[src/bmsr_pkg.sv]
`default_nettype none

package bmsr_pkg;

    localparam int MAX_SAMPLES = 1024;
    localparam int SAMPLE_BITS = 16;

    localparam int IN_W  = 16;
    localparam int TS_W  = 32;
    localparam int CFG_W = 11;
    localparam int OUT_W = 16;

    localparam int X_W     = (SAMPLE_BITS < IN_W) ? SAMPLE_BITS : IN_W;
    localparam int COUNT_W = $clog2(MAX_SAMPLES);
    localparam int N_W     = COUNT_W + 1;
    localparam int VSUM_W  = X_W + COUNT_W;
    localparam int SSUM_W  = 2 * X_W + COUNT_W;
    localparam int TSUM_W  = TS_W + COUNT_W;

    localparam int SS_LO_W = SSUM_W / 2;
    localparam int SS_HI_W = SSUM_W - SS_LO_W;
    localparam int PLO_W   = SS_LO_W + N_W;
    localparam int PHI_W   = SS_HI_W + N_W;
    localparam int PROD_W  = N_W + SSUM_W;
    localparam int VSQ_W   = 2 * VSUM_W;
    localparam int NUM_W   = PROD_W;
    localparam int DIV_W   = NUM_W + 2;
    localparam int DEN_W   = 2 * N_W;
    localparam int MD_W    = VSUM_W + 2;
    localparam int ROOT_W  = (DIV_W + 1) / 2;
    localparam int SQ_W    = 2 * ROOT_W;
    localparam int STEP_W  = $clog2(DIV_W + 1);
    localparam int RCNT_W  = $clog2(ROOT_W + 1);

    localparam int FIFO_DEPTH = 2;
    localparam int FIFO_PTR_W = (FIFO_DEPTH > 1) ? $clog2(FIFO_DEPTH) : 1;
    localparam int FIFO_CNT_W = $clog2(FIFO_DEPTH + 1);

    localparam int PADDR_W   = 3;
    localparam int PDATA_W   = 32;
    localparam int REG_IDX_W = PADDR_W - 2;

    localparam logic [REG_IDX_W-1:0] REG_SAMPLES_PER_REPORT = REG_IDX_W'(0);
    localparam logic [CFG_W-1:0]     CFG_RESET              = CFG_W'(6);

    typedef struct packed {
        logic [TSUM_W-1:0] time_sum;
        logic [VSUM_W-1:0] value_sum;
        logic [SSUM_W-1:0] square_sum;
        logic [N_W-1:0]    n;
    } block_rec_t;

    typedef struct packed {
        logic              start;
        logic [STEP_W-1:0] steps;
    } div_ctl_t;

    typedef enum logic [1:0] {
        F_IDLE,
        F_SQUARE,
        F_ACCUM
    } front_state_t;

    typedef enum logic [3:0] {
        B_IDLE,
        B_TDIV_GO,
        B_TDIV_WAIT,
        B_MDIV_GO,
        B_MDIV_WAIT,
        B_MUL,
        B_SUM,
        B_SUB,
        B_RDIV_GO,
        B_RDIV_WAIT,
        B_SQRT,
        B_DONE
    } back_state_t;

endpackage

`default_nettype wire

[src/bmsr_front.sv]
`default_nettype none

module bmsr_front
    import bmsr_pkg::*;
(
    input  logic             clk,
    input  logic             rst_n,
    input  logic             in_valid,
    output logic             in_ready,
    input  logic [IN_W-1:0]  sample_value,
    input  logic [TS_W-1:0]  timestamp_seconds,
    input  logic [CFG_W-1:0] samples_per_report,
    input  logic             fifo_full,
    output logic             push,
    output block_rec_t       push_rec
);

    front_state_t        state_reg;
    front_state_t        state_next;
    logic                first_pending_reg;
    logic [COUNT_W-1:0]  count_reg;
    logic [VSUM_W-1:0]   vsum_reg;
    logic [SSUM_W-1:0]   ssum_reg;
    logic [TSUM_W-1:0]   tsum_reg;
    logic [X_W-1:0]      x_reg;
    logic [TS_W-1:0]     ts_reg;
    logic [2*X_W-1:0]    sq_reg;

    logic [N_W-1:0]      n;
    logic [N_W-1:0]      count_inc;
    logic [VSUM_W-1:0]   vsum_new;
    logic [SSUM_W-1:0]   ssum_new;
    logic [TSUM_W-1:0]   tsum_new;
    logic                report;
    logic                take;

    always_comb
    begin
        if (samples_per_report == '0)
        begin
            n = N_W'(1);
        end
        else if (32'(samples_per_report) > 32'(MAX_SAMPLES))
        begin
            n = N_W'(MAX_SAMPLES);
        end
        else
        begin
            n = N_W'(samples_per_report);
        end
    end

    assign count_inc = {1'b0, count_reg} + N_W'(1);
    assign vsum_new  = vsum_reg + VSUM_W'(x_reg);
    assign ssum_new  = ssum_reg + SSUM_W'(sq_reg);
    assign tsum_new  = tsum_reg + TSUM_W'(ts_reg);
    assign report    = (count_inc >= n);
    assign take      = in_valid && in_ready;

    always_comb
    begin
        state_next = state_reg;
        case (state_reg)
            F_IDLE:
            begin
                if (in_valid && !first_pending_reg)
                begin
                    state_next = F_SQUARE;
                end
            end
            F_SQUARE:
            begin
                state_next = F_ACCUM;
            end
            F_ACCUM:
            begin
                if (!report || !fifo_full)
                begin
                    state_next = F_IDLE;
                end
            end
            default:
            begin
                state_next = F_IDLE;
            end
        endcase
    end

    always_comb
    begin
        in_ready = 1'b0;
        push     = 1'b0;
        case (state_reg)
            F_IDLE:
            begin
                in_ready = 1'b1;
            end
            F_ACCUM:
            begin
                push = report && !fifo_full;
            end
            default:
            begin
                in_ready = 1'b0;
                push     = 1'b0;
            end
        endcase
    end

    assign push_rec.time_sum   = tsum_new;
    assign push_rec.value_sum  = vsum_new;
    assign push_rec.square_sum = ssum_new;
    assign push_rec.n          = n;

    always_ff @(posedge clk or negedge rst_n)
    begin
        if (!rst_n)
        begin
            state_reg         <= F_IDLE;
            first_pending_reg <= 1'b1;
            count_reg         <= '0;
            vsum_reg          <= '0;
            ssum_reg          <= '0;
            tsum_reg          <= '0;
        end
        else
        begin
            state_reg <= state_next;
            if (take && first_pending_reg)
            begin
                first_pending_reg <= 1'b0;
            end
            if (state_reg == F_ACCUM)
            begin
                if (!report)
                begin
                    count_reg <= count_inc[COUNT_W-1:0];
                    vsum_reg  <= vsum_new;
                    ssum_reg  <= ssum_new;
                    tsum_reg  <= tsum_new;
                end
                else if (push)
                begin
                    count_reg <= '0;
                    vsum_reg  <= '0;
                    ssum_reg  <= '0;
                    tsum_reg  <= '0;
                end
            end
        end
    end

    always_ff @(posedge clk)
    begin
        if (take)
        begin
            x_reg  <= sample_value[X_W-1:0];
            ts_reg <= timestamp_seconds;
        end
        if (state_reg == F_SQUARE)
        begin
            sq_reg <= x_reg * x_reg;
        end
    end

endmodule

`default_nettype wire

[src/bmsr_fifo.sv]
`default_nettype none

module bmsr_fifo
    import bmsr_pkg::*;
(
    input  logic       clk,
    input  logic       rst_n,
    input  logic       push,
    input  block_rec_t push_rec,
    output logic       full,
    input  logic       pop,
    output block_rec_t pop_rec,
    output logic       empty
);

    block_rec_t              mem_reg [FIFO_DEPTH];
    logic [FIFO_PTR_W-1:0]   wr_ptr_reg;
    logic [FIFO_PTR_W-1:0]   rd_ptr_reg;
    logic [FIFO_CNT_W-1:0]   cnt_reg;
    logic [FIFO_PTR_W-1:0]   wr_ptr_next;
    logic [FIFO_PTR_W-1:0]   rd_ptr_next;
    logic                    do_push;
    logic                    do_pop;

    assign full    = (cnt_reg == FIFO_CNT_W'(FIFO_DEPTH));
    assign empty   = (cnt_reg == '0);
    assign do_push = push && !full;
    assign do_pop  = pop && !empty;
    assign pop_rec = mem_reg[rd_ptr_reg];

    assign wr_ptr_next = (wr_ptr_reg == FIFO_PTR_W'(FIFO_DEPTH - 1)) ? '0
                                                                      : wr_ptr_reg + 1'b1;
    assign rd_ptr_next = (rd_ptr_reg == FIFO_PTR_W'(FIFO_DEPTH - 1)) ? '0
                                                                      : rd_ptr_reg + 1'b1;

    always_ff @(posedge clk or negedge rst_n)
    begin
        if (!rst_n)
        begin
            wr_ptr_reg <= '0;
            rd_ptr_reg <= '0;
            cnt_reg    <= '0;
        end
        else
        begin
            if (do_push)
            begin
                wr_ptr_reg <= wr_ptr_next;
            end
            if (do_pop)
            begin
                rd_ptr_reg <= rd_ptr_next;
            end
            if (do_push && !do_pop)
            begin
                cnt_reg <= cnt_reg + 1'b1;
            end
            else if (do_pop && !do_push)
            begin
                cnt_reg <= cnt_reg - 1'b1;
            end
        end
    end

    always_ff @(posedge clk)
    begin
        if (do_push)
        begin
            mem_reg[wr_ptr_reg] <= push_rec;
        end
    end

endmodule

`default_nettype wire

[src/bmsr_div.sv]
`default_nettype none

// Restoring divider, one quotient bit per cycle. Dividend comes left-aligned;
// once ctl.steps quotient bits have been shifted in, the quotient sits in the low bits.
module bmsr_div
    import bmsr_pkg::*;
(
    input  logic             clk,
    input  logic             rst_n,
    input  div_ctl_t         ctl,
    input  logic [DIV_W-1:0] dividend,
    input  logic [DEN_W-1:0] divisor,
    output logic             done,
    output logic [DIV_W-1:0] quotient
);

    logic               busy_reg;
    logic               done_reg;
    logic [STEP_W-1:0]  cnt_reg;
    logic [DEN_W-1:0]   rem_reg;
    logic [DEN_W-1:0]   dvs_reg;
    logic [DIV_W-1:0]   quo_reg;

    logic [DEN_W:0]     trial;
    logic               ge;
    logic [DEN_W-1:0]   rem_next;

    assign trial    = {rem_reg, quo_reg[DIV_W-1]};
    assign ge       = (trial >= {1'b0, dvs_reg});
    assign rem_next = ge ? DEN_W'(trial - {1'b0, dvs_reg}) : DEN_W'(trial);

    assign done     = done_reg;
    assign quotient = quo_reg;

    always_ff @(posedge clk or negedge rst_n)
    begin
        if (!rst_n)
        begin
            busy_reg <= 1'b0;
            done_reg <= 1'b0;
            cnt_reg  <= '0;
        end
        else
        begin
            done_reg <= 1'b0;
            if (ctl.start && !busy_reg)
            begin
                busy_reg <= 1'b1;
                cnt_reg  <= ctl.steps;
            end
            else if (busy_reg)
            begin
                cnt_reg <= cnt_reg - 1'b1;
                if (cnt_reg == STEP_W'(1))
                begin
                    busy_reg <= 1'b0;
                    done_reg <= 1'b1;
                end
            end
        end
    end

    always_ff @(posedge clk)
    begin
        if (ctl.start && !busy_reg)
        begin
            quo_reg <= dividend;
            rem_reg <= '0;
            dvs_reg <= divisor;
        end
        else if (busy_reg)
        begin
            rem_reg <= rem_next;
            quo_reg <= {quo_reg[DIV_W-2:0], ge};
        end
    end

endmodule

`default_nettype wire

[src/bmsr_back.sv]
`default_nettype none

module bmsr_back
    import bmsr_pkg::*;
(
    input  logic              clk,
    input  logic              rst_n,
    input  logic              fifo_empty,
    input  block_rec_t        pop_rec,
    output logic              pop,
    output div_ctl_t          div_ctl,
    output logic [DIV_W-1:0]  div_dividend,
    output logic [DEN_W-1:0]  div_divisor,
    input  logic              div_done,
    input  logic [DIV_W-1:0]  div_quotient,
    output logic              out_valid,
    input  logic              out_ready,
    output logic [TS_W-1:0]   mean_time,
    output logic [OUT_W-1:0]  sample_mean,
    output logic [OUT_W-1:0]  sample_stddev
);

    back_state_t          state_reg;
    back_state_t          state_next;
    logic [RCNT_W-1:0]    rcnt_reg;
    logic                 out_valid_reg;

    block_rec_t           rec_reg;
    logic [TS_W-1:0]      mt_reg;
    logic [OUT_W-1:0]     lm_reg;
    logic [PLO_W-1:0]     plo_reg;
    logic [PHI_W-1:0]     phi_reg;
    logic [VSQ_W-1:0]     vsq_reg;
    logic [DEN_W-1:0]     den_reg;
    logic [PROD_W-1:0]    prod_reg;
    logic [NUM_W-1:0]     num_reg;
    logic [SQ_W-1:0]      sq_in_reg;
    logic [ROOT_W:0]      rem_reg;
    logic [ROOT_W-1:0]    root_reg;
    logic [TS_W-1:0]      out_mt_reg;
    logic [OUT_W-1:0]     out_lm_reg;
    logic [OUT_W-1:0]     out_sd_reg;

    logic                 n_is_one;
    logic [MD_W-1:0]      mean_dividend;
    logic [N_W-1:0]       n_minus_one;
    logic [ROOT_W+2:0]    sq_cur;
    logic [ROOT_W+2:0]    sq_trial;
    logic                 sq_ge;
    logic [ROOT_W:0]      root_inc;
    logic [ROOT_W-1:0]    k_val;
    logic [OUT_W-1:0]     sd_val;
    logic [OUT_W-1:0]     lm_val;
    logic                 out_load;

    assign n_is_one      = (rec_reg.n == N_W'(1));
    assign mean_dividend = MD_W'({rec_reg.value_sum, 1'b0}) + MD_W'(rec_reg.n);
    assign n_minus_one   = rec_reg.n - N_W'(1);

    assign sq_cur   = {rem_reg, sq_in_reg[SQ_W-1 -: 2]};
    assign sq_trial = (ROOT_W+3)'({root_reg, 2'b01});
    assign sq_ge    = (sq_cur >= sq_trial);

    // stddev = floor((isqrt(floor(4*num/den)) + 1) / 2), saturated; 0 when n is 1
    assign root_inc = {1'b0, root_reg} + (ROOT_W+1)'(1);
    assign k_val    = root_inc[ROOT_W:1];
    assign sd_val   = n_is_one ? '0
                               : ((|k_val[ROOT_W-1:OUT_W]) ? '1 : k_val[OUT_W-1:0]);
    assign lm_val   = (|div_quotient[DIV_W-1:OUT_W]) ? '1 : div_quotient[OUT_W-1:0];

    assign out_load = (state_reg == B_DONE) && (!out_valid_reg || out_ready);

    always_comb
    begin
        state_next = state_reg;
        case (state_reg)
            B_IDLE:
            begin
                if (!fifo_empty)
                begin
                    state_next = B_TDIV_GO;
                end
            end
            B_TDIV_GO:
            begin
                state_next = B_TDIV_WAIT;
            end
            B_TDIV_WAIT:
            begin
                if (div_done)
                begin
                    state_next = B_MDIV_GO;
                end
            end
            B_MDIV_GO:
            begin
                state_next = B_MDIV_WAIT;
            end
            B_MDIV_WAIT:
            begin
                if (div_done)
                begin
                    state_next = n_is_one ? B_DONE : B_MUL;
                end
            end
            B_MUL:
            begin
                state_next = B_SUM;
            end
            B_SUM:
            begin
                state_next = B_SUB;
            end
            B_SUB:
            begin
                state_next = B_RDIV_GO;
            end
            B_RDIV_GO:
            begin
                state_next = B_RDIV_WAIT;
            end
            B_RDIV_WAIT:
            begin
                if (div_done)
                begin
                    state_next = B_SQRT;
                end
            end
            B_SQRT:
            begin
                if (rcnt_reg == RCNT_W'(1))
                begin
                    state_next = B_DONE;
                end
            end
            B_DONE:
            begin
                if (!out_valid_reg || out_ready)
                begin
                    state_next = B_IDLE;
                end
            end
            default:
            begin
                state_next = B_IDLE;
            end
        endcase
    end

    always_comb
    begin
        pop           = 1'b0;
        div_ctl.start = 1'b0;
        div_ctl.steps = '0;
        div_dividend  = '0;
        div_divisor   = '0;
        case (state_reg)
            B_IDLE:
            begin
                pop = !fifo_empty;
            end
            B_TDIV_GO:
            begin
                div_ctl.start = 1'b1;
                div_ctl.steps = STEP_W'(TSUM_W);
                div_dividend  = DIV_W'(rec_reg.time_sum) << (DIV_W - TSUM_W);
                div_divisor   = DEN_W'(rec_reg.n);
            end
            B_MDIV_GO:
            begin
                div_ctl.start = 1'b1;
                div_ctl.steps = STEP_W'(MD_W);
                div_dividend  = DIV_W'(mean_dividend) << (DIV_W - MD_W);
                div_divisor   = DEN_W'({rec_reg.n, 1'b0});
            end
            B_RDIV_GO:
            begin
                div_ctl.start = 1'b1;
                div_ctl.steps = STEP_W'(DIV_W);
                div_dividend  = {num_reg, 2'b00};
                div_divisor   = den_reg;
            end
            default:
            begin
                pop           = 1'b0;
                div_ctl.start = 1'b0;
            end
        endcase
    end

    always_ff @(posedge clk or negedge rst_n)
    begin
        if (!rst_n)
        begin
            state_reg     <= B_IDLE;
            rcnt_reg      <= '0;
            out_valid_reg <= 1'b0;
        end
        else
        begin
            state_reg <= state_next;
            if (state_reg == B_RDIV_WAIT && div_done)
            begin
                rcnt_reg <= RCNT_W'(ROOT_W);
            end
            else if (state_reg == B_SQRT)
            begin
                rcnt_reg <= rcnt_reg - 1'b1;
            end
            if (out_load)
            begin
                out_valid_reg <= 1'b1;
            end
            else if (out_ready)
            begin
                out_valid_reg <= 1'b0;
            end
        end
    end

    always_ff @(posedge clk)
    begin
        if (pop)
        begin
            rec_reg <= pop_rec;
        end
        if (state_reg == B_TDIV_WAIT && div_done)
        begin
            mt_reg <= div_quotient[TS_W-1:0];
        end
        if (state_reg == B_MDIV_WAIT && div_done)
        begin
            lm_reg <= lm_val;
        end
        if (state_reg == B_MUL)
        begin
            plo_reg <= PLO_W'(rec_reg.square_sum[SS_LO_W-1:0]) * PLO_W'(rec_reg.n);
            phi_reg <= PHI_W'(rec_reg.square_sum[SSUM_W-1:SS_LO_W]) * PHI_W'(rec_reg.n);
            vsq_reg <= VSQ_W'(rec_reg.value_sum) * VSQ_W'(rec_reg.value_sum);
            den_reg <= DEN_W'(rec_reg.n) * DEN_W'(n_minus_one);
        end
        if (state_reg == B_SUM)
        begin
            prod_reg <= (PROD_W'(phi_reg) << SS_LO_W) + PROD_W'(plo_reg);
        end
        if (state_reg == B_SUB)
        begin
            num_reg <= (prod_reg >= PROD_W'(vsq_reg)) ? NUM_W'(prod_reg - PROD_W'(vsq_reg))
                                                      : '0;
        end
        if (state_reg == B_RDIV_WAIT && div_done)
        begin
            sq_in_reg <= SQ_W'(div_quotient);
            rem_reg   <= '0;
            root_reg  <= '0;
        end
        else if (state_reg == B_SQRT)
        begin
            sq_in_reg <= sq_in_reg << 2;
            rem_reg   <= sq_ge ? (ROOT_W+1)'(sq_cur - sq_trial) : (ROOT_W+1)'(sq_cur);
            root_reg  <= {root_reg[ROOT_W-2:0], sq_ge};
        end
        if (out_load)
        begin
            out_mt_reg <= mt_reg;
            out_lm_reg <= lm_reg;
            out_sd_reg <= sd_val;
        end
    end

    assign out_valid     = out_valid_reg;
    assign mean_time     = out_mt_reg;
    assign sample_mean   = out_lm_reg;
    assign sample_stddev = out_sd_reg;

endmodule

`default_nettype wire

[src/block_mean_stddev_reporter.sv]
// A block's last request is accumulated in the front and queued; the shared divider and
// the square-root loop in the back set the report latency (only the time and mean divisions
// run when the block length is 1). A new request is taken only after the last is accumulated
// and, if it ends a block, queued; two finished blocks can wait between front and back.
// Reset: rst_n asynchronous, active low; sums cleared, samples_per_report = 6,
// and the first request after reset is dropped.
`default_nettype none

module block_mean_stddev_reporter
    import bmsr_pkg::*;
(
    input  logic               clk,
    input  logic               rst_n,
    input  logic               psel,
    input  logic               penable,
    input  logic               pwrite,
    input  logic [PADDR_W-1:0] paddr,
    input  logic [PDATA_W-1:0] pwdata,
    output logic [PDATA_W-1:0] prdata,
    output logic               pready,
    input  logic               in_valid,
    output logic               in_ready,
    input  logic [IN_W-1:0]    sample_value,
    input  logic [TS_W-1:0]    timestamp_seconds,
    output logic               out_valid,
    input  logic               out_ready,
    output logic [TS_W-1:0]    mean_time,
    output logic [OUT_W-1:0]   sample_mean,
    output logic [OUT_W-1:0]   sample_stddev
);

    logic [CFG_W-1:0]     spr_reg;
    logic [REG_IDX_W-1:0] reg_idx;
    logic                 cfg_wr;

    logic                 fifo_full;
    logic                 fifo_empty;
    logic                 push;
    logic                 pop;
    block_rec_t           push_rec;
    block_rec_t           pop_rec;

    div_ctl_t             div_ctl;
    logic [DIV_W-1:0]     div_dividend;
    logic [DEN_W-1:0]     div_divisor;
    logic                 div_done;
    logic [DIV_W-1:0]     div_quotient;

    assign pready  = 1'b1;
    assign reg_idx = paddr[PADDR_W-1:2];
    assign cfg_wr  = psel && penable && pwrite && pready
                     && (reg_idx == REG_SAMPLES_PER_REPORT);
    assign prdata  = (reg_idx == REG_SAMPLES_PER_REPORT) ? PDATA_W'(spr_reg) : '0;

    always_ff @(posedge clk or negedge rst_n)
    begin
        if (!rst_n)
        begin
            spr_reg <= CFG_RESET;
        end
        else if (cfg_wr)
        begin
            spr_reg <= pwdata[CFG_W-1:0];
        end
    end

    bmsr_front u_front (
        .clk               (clk),
        .rst_n             (rst_n),
        .in_valid          (in_valid),
        .in_ready          (in_ready),
        .sample_value      (sample_value),
        .timestamp_seconds (timestamp_seconds),
        .samples_per_report(spr_reg),
        .fifo_full         (fifo_full),
        .push              (push),
        .push_rec          (push_rec)
    );

    bmsr_fifo u_fifo (
        .clk      (clk),
        .rst_n    (rst_n),
        .push     (push),
        .push_rec (push_rec),
        .full     (fifo_full),
        .pop      (pop),
        .pop_rec  (pop_rec),
        .empty    (fifo_empty)
    );

    bmsr_div u_div (
        .clk      (clk),
        .rst_n    (rst_n),
        .ctl      (div_ctl),
        .dividend (div_dividend),
        .divisor  (div_divisor),
        .done     (div_done),
        .quotient (div_quotient)
    );

    bmsr_back u_back (
        .clk           (clk),
        .rst_n         (rst_n),
        .fifo_empty    (fifo_empty),
        .pop_rec       (pop_rec),
        .pop           (pop),
        .div_ctl       (div_ctl),
        .div_dividend  (div_dividend),
        .div_divisor   (div_divisor),
        .div_done      (div_done),
        .div_quotient  (div_quotient),
        .out_valid     (out_valid),
        .out_ready     (out_ready),
        .mean_time     (mean_time),
        .sample_mean   (sample_mean),
        .sample_stddev (sample_stddev)
    );

endmodule

`default_nettype wire

[config.mk]
export PLATFORM = sky130hd
export DESIGN_NAME = block_mean_stddev_reporter
export DESIGN_NICKNAME = d
export VERILOG_FILES = /design/src/bmsr_pkg.sv /design/src/bmsr_front.sv /design/src/bmsr_fifo.sv /design/src/bmsr_div.sv /design/src/bmsr_back.sv /design/src/block_mean_stddev_reporter.sv
export SDC_FILE = /design/constraint.sdc
export NUM_CORES = 2
export LEC_CHECK = 0
export BUFFER_PORTS_ARGS = -buffer_cell sky130_fd_sc_hd__clkbuf_2
export CAP_MARGIN = 15
export CELL_PAD_IN_SITES_DETAIL_PLACEMENT = 0
export CELL_PAD_IN_SITES_GLOBAL_PLACEMENT = 2
export CORE_ASPECT_RATIO = 0.9
export CORE_MARGIN = 4
export CORE_UTILIZATION = 45
export DETAILED_ROUTE_END_ITERATION = 8
export GPL_TIMING_DRIVEN = 1
export PLACE_DENSITY = 0.91
export SYNTH_ARGS = -nofsm -noshare
export SYNTH_HDL_FRONTEND = slang
export SYNTH_SLANG_ARGS = --single-unit
[constraint.sdc]
create_clock -name clk -period 22.8 [get_ports clk]
set_input_delay 2.28 -clock clk [delete_from_list [all_inputs] [get_ports clk]]
set_output_delay 2.28 -clock clk [all_outputs]
set_load 0.01 [all_outputs]
# ---- Word-level counts from Yosys, hierarchy flattened
# Memories as Yosys holds them, arrays and structs flattened. A register that Yosys moved wholly into a read port is not among the register bits.
# Index checks and enable logic that the tools add are counted.
dict set report totals {
  reg_bits 804
  ramBits 242
  mem_count 1
}
# name depth word_bits rd rd_ports_with_merged_regs wr line_no
set mem_list {}
lappend mem_list {u_fifo.mem_reg 2 121 1 1 1 bmsr_fifo.sv:16} ;# block_rec_t mem_reg [FIFO_DEPTH];
dict set report op_classes {
  addsub 17
  n_mul 5
  n_lt_le_gt_ge 5
  n_eq_ne 26
  n_mux 53
  bitwise_logic 1
  reduce_logical 40
}
# cell count
set ops {}
lappend ops {{$mux W55} 4}
lappend ops {{$pmux W55 S3} 1}
lappend ops {{$mux W42} 3}
lappend ops {{$add A42 B32 Y42} 2}
lappend ops {{$pmux W22 S3} 1}
lappend ops {{$mul A21 B11 Y32} 2}
lappend ops {{$add A53 B32 Y53} 1}
lappend ops {{$ge A53 B52 Y1} 1}
lappend ops {{$sub A53 B52 Y53} 1}
lappend ops {{$mul A26 B26 Y52} 1}
lappend ops {{$mux W26} 2}
lappend ops {{$pmux W4 S12} 1}
lappend ops {{$reduce_or A39 Y1} 1}
lappend ops {{$mux W11} 3}
lappend ops {{$mul A16 B16 Y32} 1}
lappend ops {{$ge A31 B30 Y1} 1}
lappend ops {{$add A28 B1 Y29 const B} 1}
lappend ops {{$mux W29} 1}
lappend ops {{$sub A29 B29 Y29} 1}
lappend ops {{$add A27 B11 Y28} 1}
lappend ops {{$mux W4} 7}
lappend ops {{$add A26 B16 Y26} 1}
lappend ops {{$ge A23 B22 Y1} 1}
lappend ops {{$mul A11 B11 Y22} 1}
lappend ops {{other kinds (42)} 107}

# ---- Depth between registers and ports, before layout
dict set report logic_depth {
  ltp_word 11
  depth_mapped 30
}

# ---- Modules after synthesis
# A second synthesis with hierarchy kept.
dict set report unflattened {
  hier_cells 9636
  area_unflattened_um2 100595.2
}
# module n_inst cells_each area_per_inst_um2 seq_area_each_um2
set by_module_without_submodules {}
lappend by_module_without_submodules {bmsr_back 1 6462 64884.7 17326.6}
lappend by_module_without_submodules {bmsr_front 1 2244 20174.3 5451.5}
lappend by_module_without_submodules {bmsr_fifo 1 396 9262.6 7367.1}
lappend by_module_without_submodules {bmsr_div 1 474 5552.8 2952.8}
lappend by_module_without_submodules {block_mean_stddev_reporter 1 60 720.7 277.8}

# ---- Least setup slack after synthesis
# OpenSTA, ideal clock, no wires.
dict set report synth_timing {
  path_kind {register to register}
  start {register u_back.state_reg[3]}
  end {register u_fifo.cnt_reg[1]}
  setup_ps 79
  arrival_ps 13818
  required_time_ps 22721
  setup_slack_ps 8903
  stages_incl_launch_ff 9
  n_path_buf 1
  period_less_slack_ps 13897
  path_cell_list {dfrtp_1 > clkbuf_1 > or2_2 > nor4_1 > inv_1 > ha_1 > xor2_1 > nor2_1 > xor2_1}
}
dict set report synth_via {
  elab_chain_len 6
  word_cells_on_any_way 8
  cone_classes {2 x mux; 6 x reduce/logical}
}
# element line_no
set synth_rtl {}
lappend synth_rtl {{start: declaration} bmsr_back.sv:23} ;# back_state_t state_reg;
lappend synth_rtl {{start signal: assignment} bmsr_back.sv:201} ;# state_reg <= state_next;
lappend synth_rtl {{$logic_not A4 Y1 (*)} bmsr_back.sv:157} ;# case (state_reg)
lappend synth_rtl {{$mux W1 (*)} bmsr_back.sv:157}
lappend synth_rtl {{net pop} block_mean_stddev_reporter.sv:39} ;# logic pop;
lappend synth_rtl {{$logic_and A1 B1 Y1 (*)} bmsr_fifo.sv:28} ;# assign do_pop = pop && !empty;
lappend synth_rtl {{$logic_not A1 Y1} bmsr_fifo.sv:54} ;# if (do_push && !do_pop)
lappend synth_rtl {{$logic_and A1 B1 Y1} bmsr_fifo.sv:54}
lappend synth_rtl {{$mux W2 / $reduce_bool A2 Y1 (equally long branches)} -}
lappend synth_rtl {{end signal: assignment} bmsr_fifo.sv:56} ;# cnt_reg <= cnt_reg + 1'b1;
lappend synth_rtl {{end signal: assignment} bmsr_fifo.sv:60} ;# cnt_reg <= cnt_reg - 1'b1;
lappend synth_rtl {{end: declaration} bmsr_fifo.sv:19} ;# logic [FIFO_CNT_W-1:0] cnt_reg;
# The timed path passes the listed nets; every way through them passes the cells marked *.
# A chain may end at the register's enable or synchronous reset.

# ---- Worst setup path in the final report
dict set report layout_timing {
  start {register u_back.rec_reg[71] (netlist name)}
  end {register u_back.vsq_reg[51], data pin}
}
dict set report layout_via {
  elab_chain_len 1
}
# element line_no
set layout_rtl {}
lappend layout_rtl {{$mul A26 B26 Y52} bmsr_back.sv:239} ;# vsq_reg <= VSQ_W'(rec_reg.value_sum) * VSQ_W'(rec_reg.value_sum);
lappend layout_rtl {{end signal: assignment} bmsr_back.sv:239}
lappend layout_rtl {{end: declaration} bmsr_back.sv:33} ;# logic [VSQ_W-1:0] vsq_reg;
# No other way between the ends.

==> results_dict.tcl <==
set metrics [dict create \
    ys.warnings.count 0 \
    synth_top_cell_by_area "edfxtp_1" \
    clkSlewWorstSetupHoldPaths_ns 0.07 \
    cts_tree "built" \
    swShare 0.359 \
    synth_edf_count 928 \
    clockBufferDepth 3 \
    status "finished, final reports clean" \
    grt.met3_usage 0.0340 \
    grt_pass1_wl_um 385000 \
    crit_path_start "u_back.rec_reg[71]" \
    dp.cells 12200 \
    pwr-share-comb 0.390 \
    final_core_util 0.491 \
    synth_top_area_frac 0.283 \
    yosys.cell_count.top_type "inv_1" \
    worstHoldPathType "register to register" \
    r2r_start "u_back.rec_reg[71]" \
    rsz0062_at_grt "no" \
    hold_violations 0 \
    synthAdderAreaFrac 0.317 \
    synth_common_cells "inv_1, nand2_1, fa_1" \
    largest_reg_flops 242 \
    grtUsageMet2 0.340 \
    synth_area_mm2 0.0984 \
    antenna_found_initial 9 \
    seqCellArea_mm2 0.0334 \
    ys_top_cells_by_area "edfxtp_1, fa_1, ha_1" \
    grt_pass1_vias 67800 \
    use_met1 0.312 \
    tightest_slew_ns 1.12 \
    die_area_mm2 0.226 \
    reg2reg_depth 26 \
    stdcell_count 12500 \
    max_cap_violations 0 \
    totalWireLength_um 242000 \
    crit_required_ns 23.35 \
    first_pass_iters 8 \
    globalplace.congestion 0.900 \
    overflow 0 \
    critical_path_class "register to register" \
    top_usage_layer "met2" \
    min_to "u_back.mean_time[23]" \
    antenna_left 0 \
    fin_ws_ns 13.71 \
    p_switching_w 0.00296 \
    vias_per_cell 5.31 \
    cpMaxStageDelayCell "o41ai_1" \
    ctsHoldBuffers 0 \
    synth_compound_area_frac 0.0815 \
    synth.distinct_cells 93 \
    ys_seq_area_frac 0.339 \
    path_buf_inv 6 \
    skew_ns 0.0703 \
    yosys.area_share.simple 0.130 \
    area_growth_syn_to_layout_pct 8.41 \
    slowest_delay_ns 0.64 \
    fmax_mhz 110 \
    multi_input_area_mm2 0.0577 \
    synth_top_family_by_area "adder cells" \
    portBuffers 143 \
    rows 162 \
    cts_max_level 4 \
    intPower_w 0.00529 \
    cp-end-kind "register" \
    cts_setup_buffers 0 \
    crit_family "adder cells" \
    clock-sinks 1164 \
    syn_area_per_cell_um2 10.3 \
    dpl.hpwl_um 184000 \
    drive_above_1_share 0.0689 \
    tns_ns 0 \
    async_reset_ff_frac 0.134 \
    worst_path_most_repeated_cell "fa_1" \
    design_area_mm2 0.107 \
    finalCriticalPeriod_ns 9.09 \
    num_vias 66300 \
    cts.repair.resized 0 \
    p_leak_nw 47.8 \
    synth-seq-cells 1164 \
    fill_cells 19600 \
    postPlaceCellArea_mm2 0.102 \
    wl_per_cell_um 19.4 \
    drcViolationCount 0 \
    cp-start-kind "register" \
    max-vdd-ir-drop_mv 0.149 \
    cts-root-buf "clkbuf_16" \
    die_w_um 501 \
    finalCritPeriodShare 0.399 \
    track_usage 0.216 \
    start_util 0.453 \
    grt_max_degree 124 \
    nNetsFinal 11400 \
    cp_max_fo 22 \
    synthMuxAreaShare 0.0175 \
    finalMaxSlewViolations 0 \
    clock_latency_ns 0.82 \
    p_per_area_mw_per_mm2 77.4 \
    dp_slack_ns 13.83 \
    reg2reg_to "u_back.vsq_reg[51]" \
    dieHeight_um 452 \
    drtIter0Drc 4794 \
    synth-xor-area-share 0.0384 \
    syn_inst 9508 \
    core_area_mm2 0.217 \
    power.share.clock 0.272 \
    setup_violations 0 \
    cts_made_buffers 131 \
    relSlewSlack 0.251 \
    holdPathStages 0 \
    pwr-share-seq 0.338 \
    synth_flop_cell "edfxtp_1" \
    ios 189 \
    reg2reg_slack_ns 13.71 \
    cp_data_arrival_time_ns 9.64 \
    min_from "u_back.mt_reg[23]" \
]
## through the flow
step	total power, W	hold WS [ns]
after floorplan	0.00526	0.400
after global placement	0.00600	0.402
after detailed placement	0.00607	0.405
after CTS	0.00835	0.383
after global routing	0.00886	0.394
final	0.00826	0.387
## kinds of logic (layout without fill, tap and decap cells)
| logic type | Yosys count | count (layout) |
|---|---|---|
| and+or+nand+nor | 2712 | 2712 |
| buffers and inverters | 1974 | 2048 |
| adders and majority gates | 1834 | 1834 |
| AOI/OAI and AO/OA | 1236 | 1236 |
| DFF | 1164 | 1164 |
| xor gates and xnor gates | 431 | 431 |
| muxes | 155 | 155 |
| other | 2 | 34 |
## cells in the final DEF, fill, tap and decap left out, drive strengths merged, types with 95 or more instances in the layout
cell / Yosys / final
a21oi: 335 / 335
nor2: 386 / 386
buf: 59 / 95
fa: 1102 / 1102
ha: 732 / 732
xor2: 126 / 126
a21o: 171 / 171
inv: 1565 / 1581
o21ai: 290 / 290
dfrtp: 153 / 153
clkbuf: 348 / 301
xnor2: 305 / 305
mux2: 136 / 136
edfxtp: 928 / 928
nand3: 239 / 239
and2: 393 / 393
nand2b: 118 / 118
nand2: 1172 / 1172
## power groups by stage
| stage | clock [W] | sequential (W) | combinational [W] |
|---|---|---|---|
| finish | 0.00225 | 0.00279 | 0.00322 |
| detailed placement | 0 | 0.00283 | 0.00324 |
| floorplan | 0 | 0.00279 | 0.00247 |
| CTS | 0.00230 | 0.00279 | 0.00326 |
| global placement | 0 | 0.00283 | 0.00318 |
| global route | 0.00239 | 0.00280 | 0.00367 |
## worst max-delay path by stage
stage	endpoint	slack (ns)	cells past startpoint
2_1_floorplan	u_fifo.cnt_reg[1]	8.90	8
3_3_place_gp	u_back.vsq_reg[51]	13.89	26
3_5_place_dp	u_back.vsq_reg[51]	13.83	26
4_1_cts	u_back.vsq_reg[51]	13.81	26
5_1_grt	u_back.vsq_reg[51]	13.36	26
6_report	u_back.vsq_reg[51]	13.71	26
## area by class of cell
type / instances / share of cell area
Antenna cell: 12 / 0.000282
Clock buffer: 158 / 0.0322
Clock inverter: 85 / 0.0111
Inverter: 1567 / 0.0551
Multi-Input combinational cell: 6390 / 0.541
Sequential cell: 1164 / 0.313
Tap cell: 2870 / 0.0337
Timing Repair Buffer: 238 / 0.0136
## metal layers
metal  up-vias  part of all wire
met5         -                 0
met2      1864              0.45
met3       314             0.062
li1      31100                 -
met4         0             0.027
met1     33100              0.46
Power figures use the tool's default switching activity.
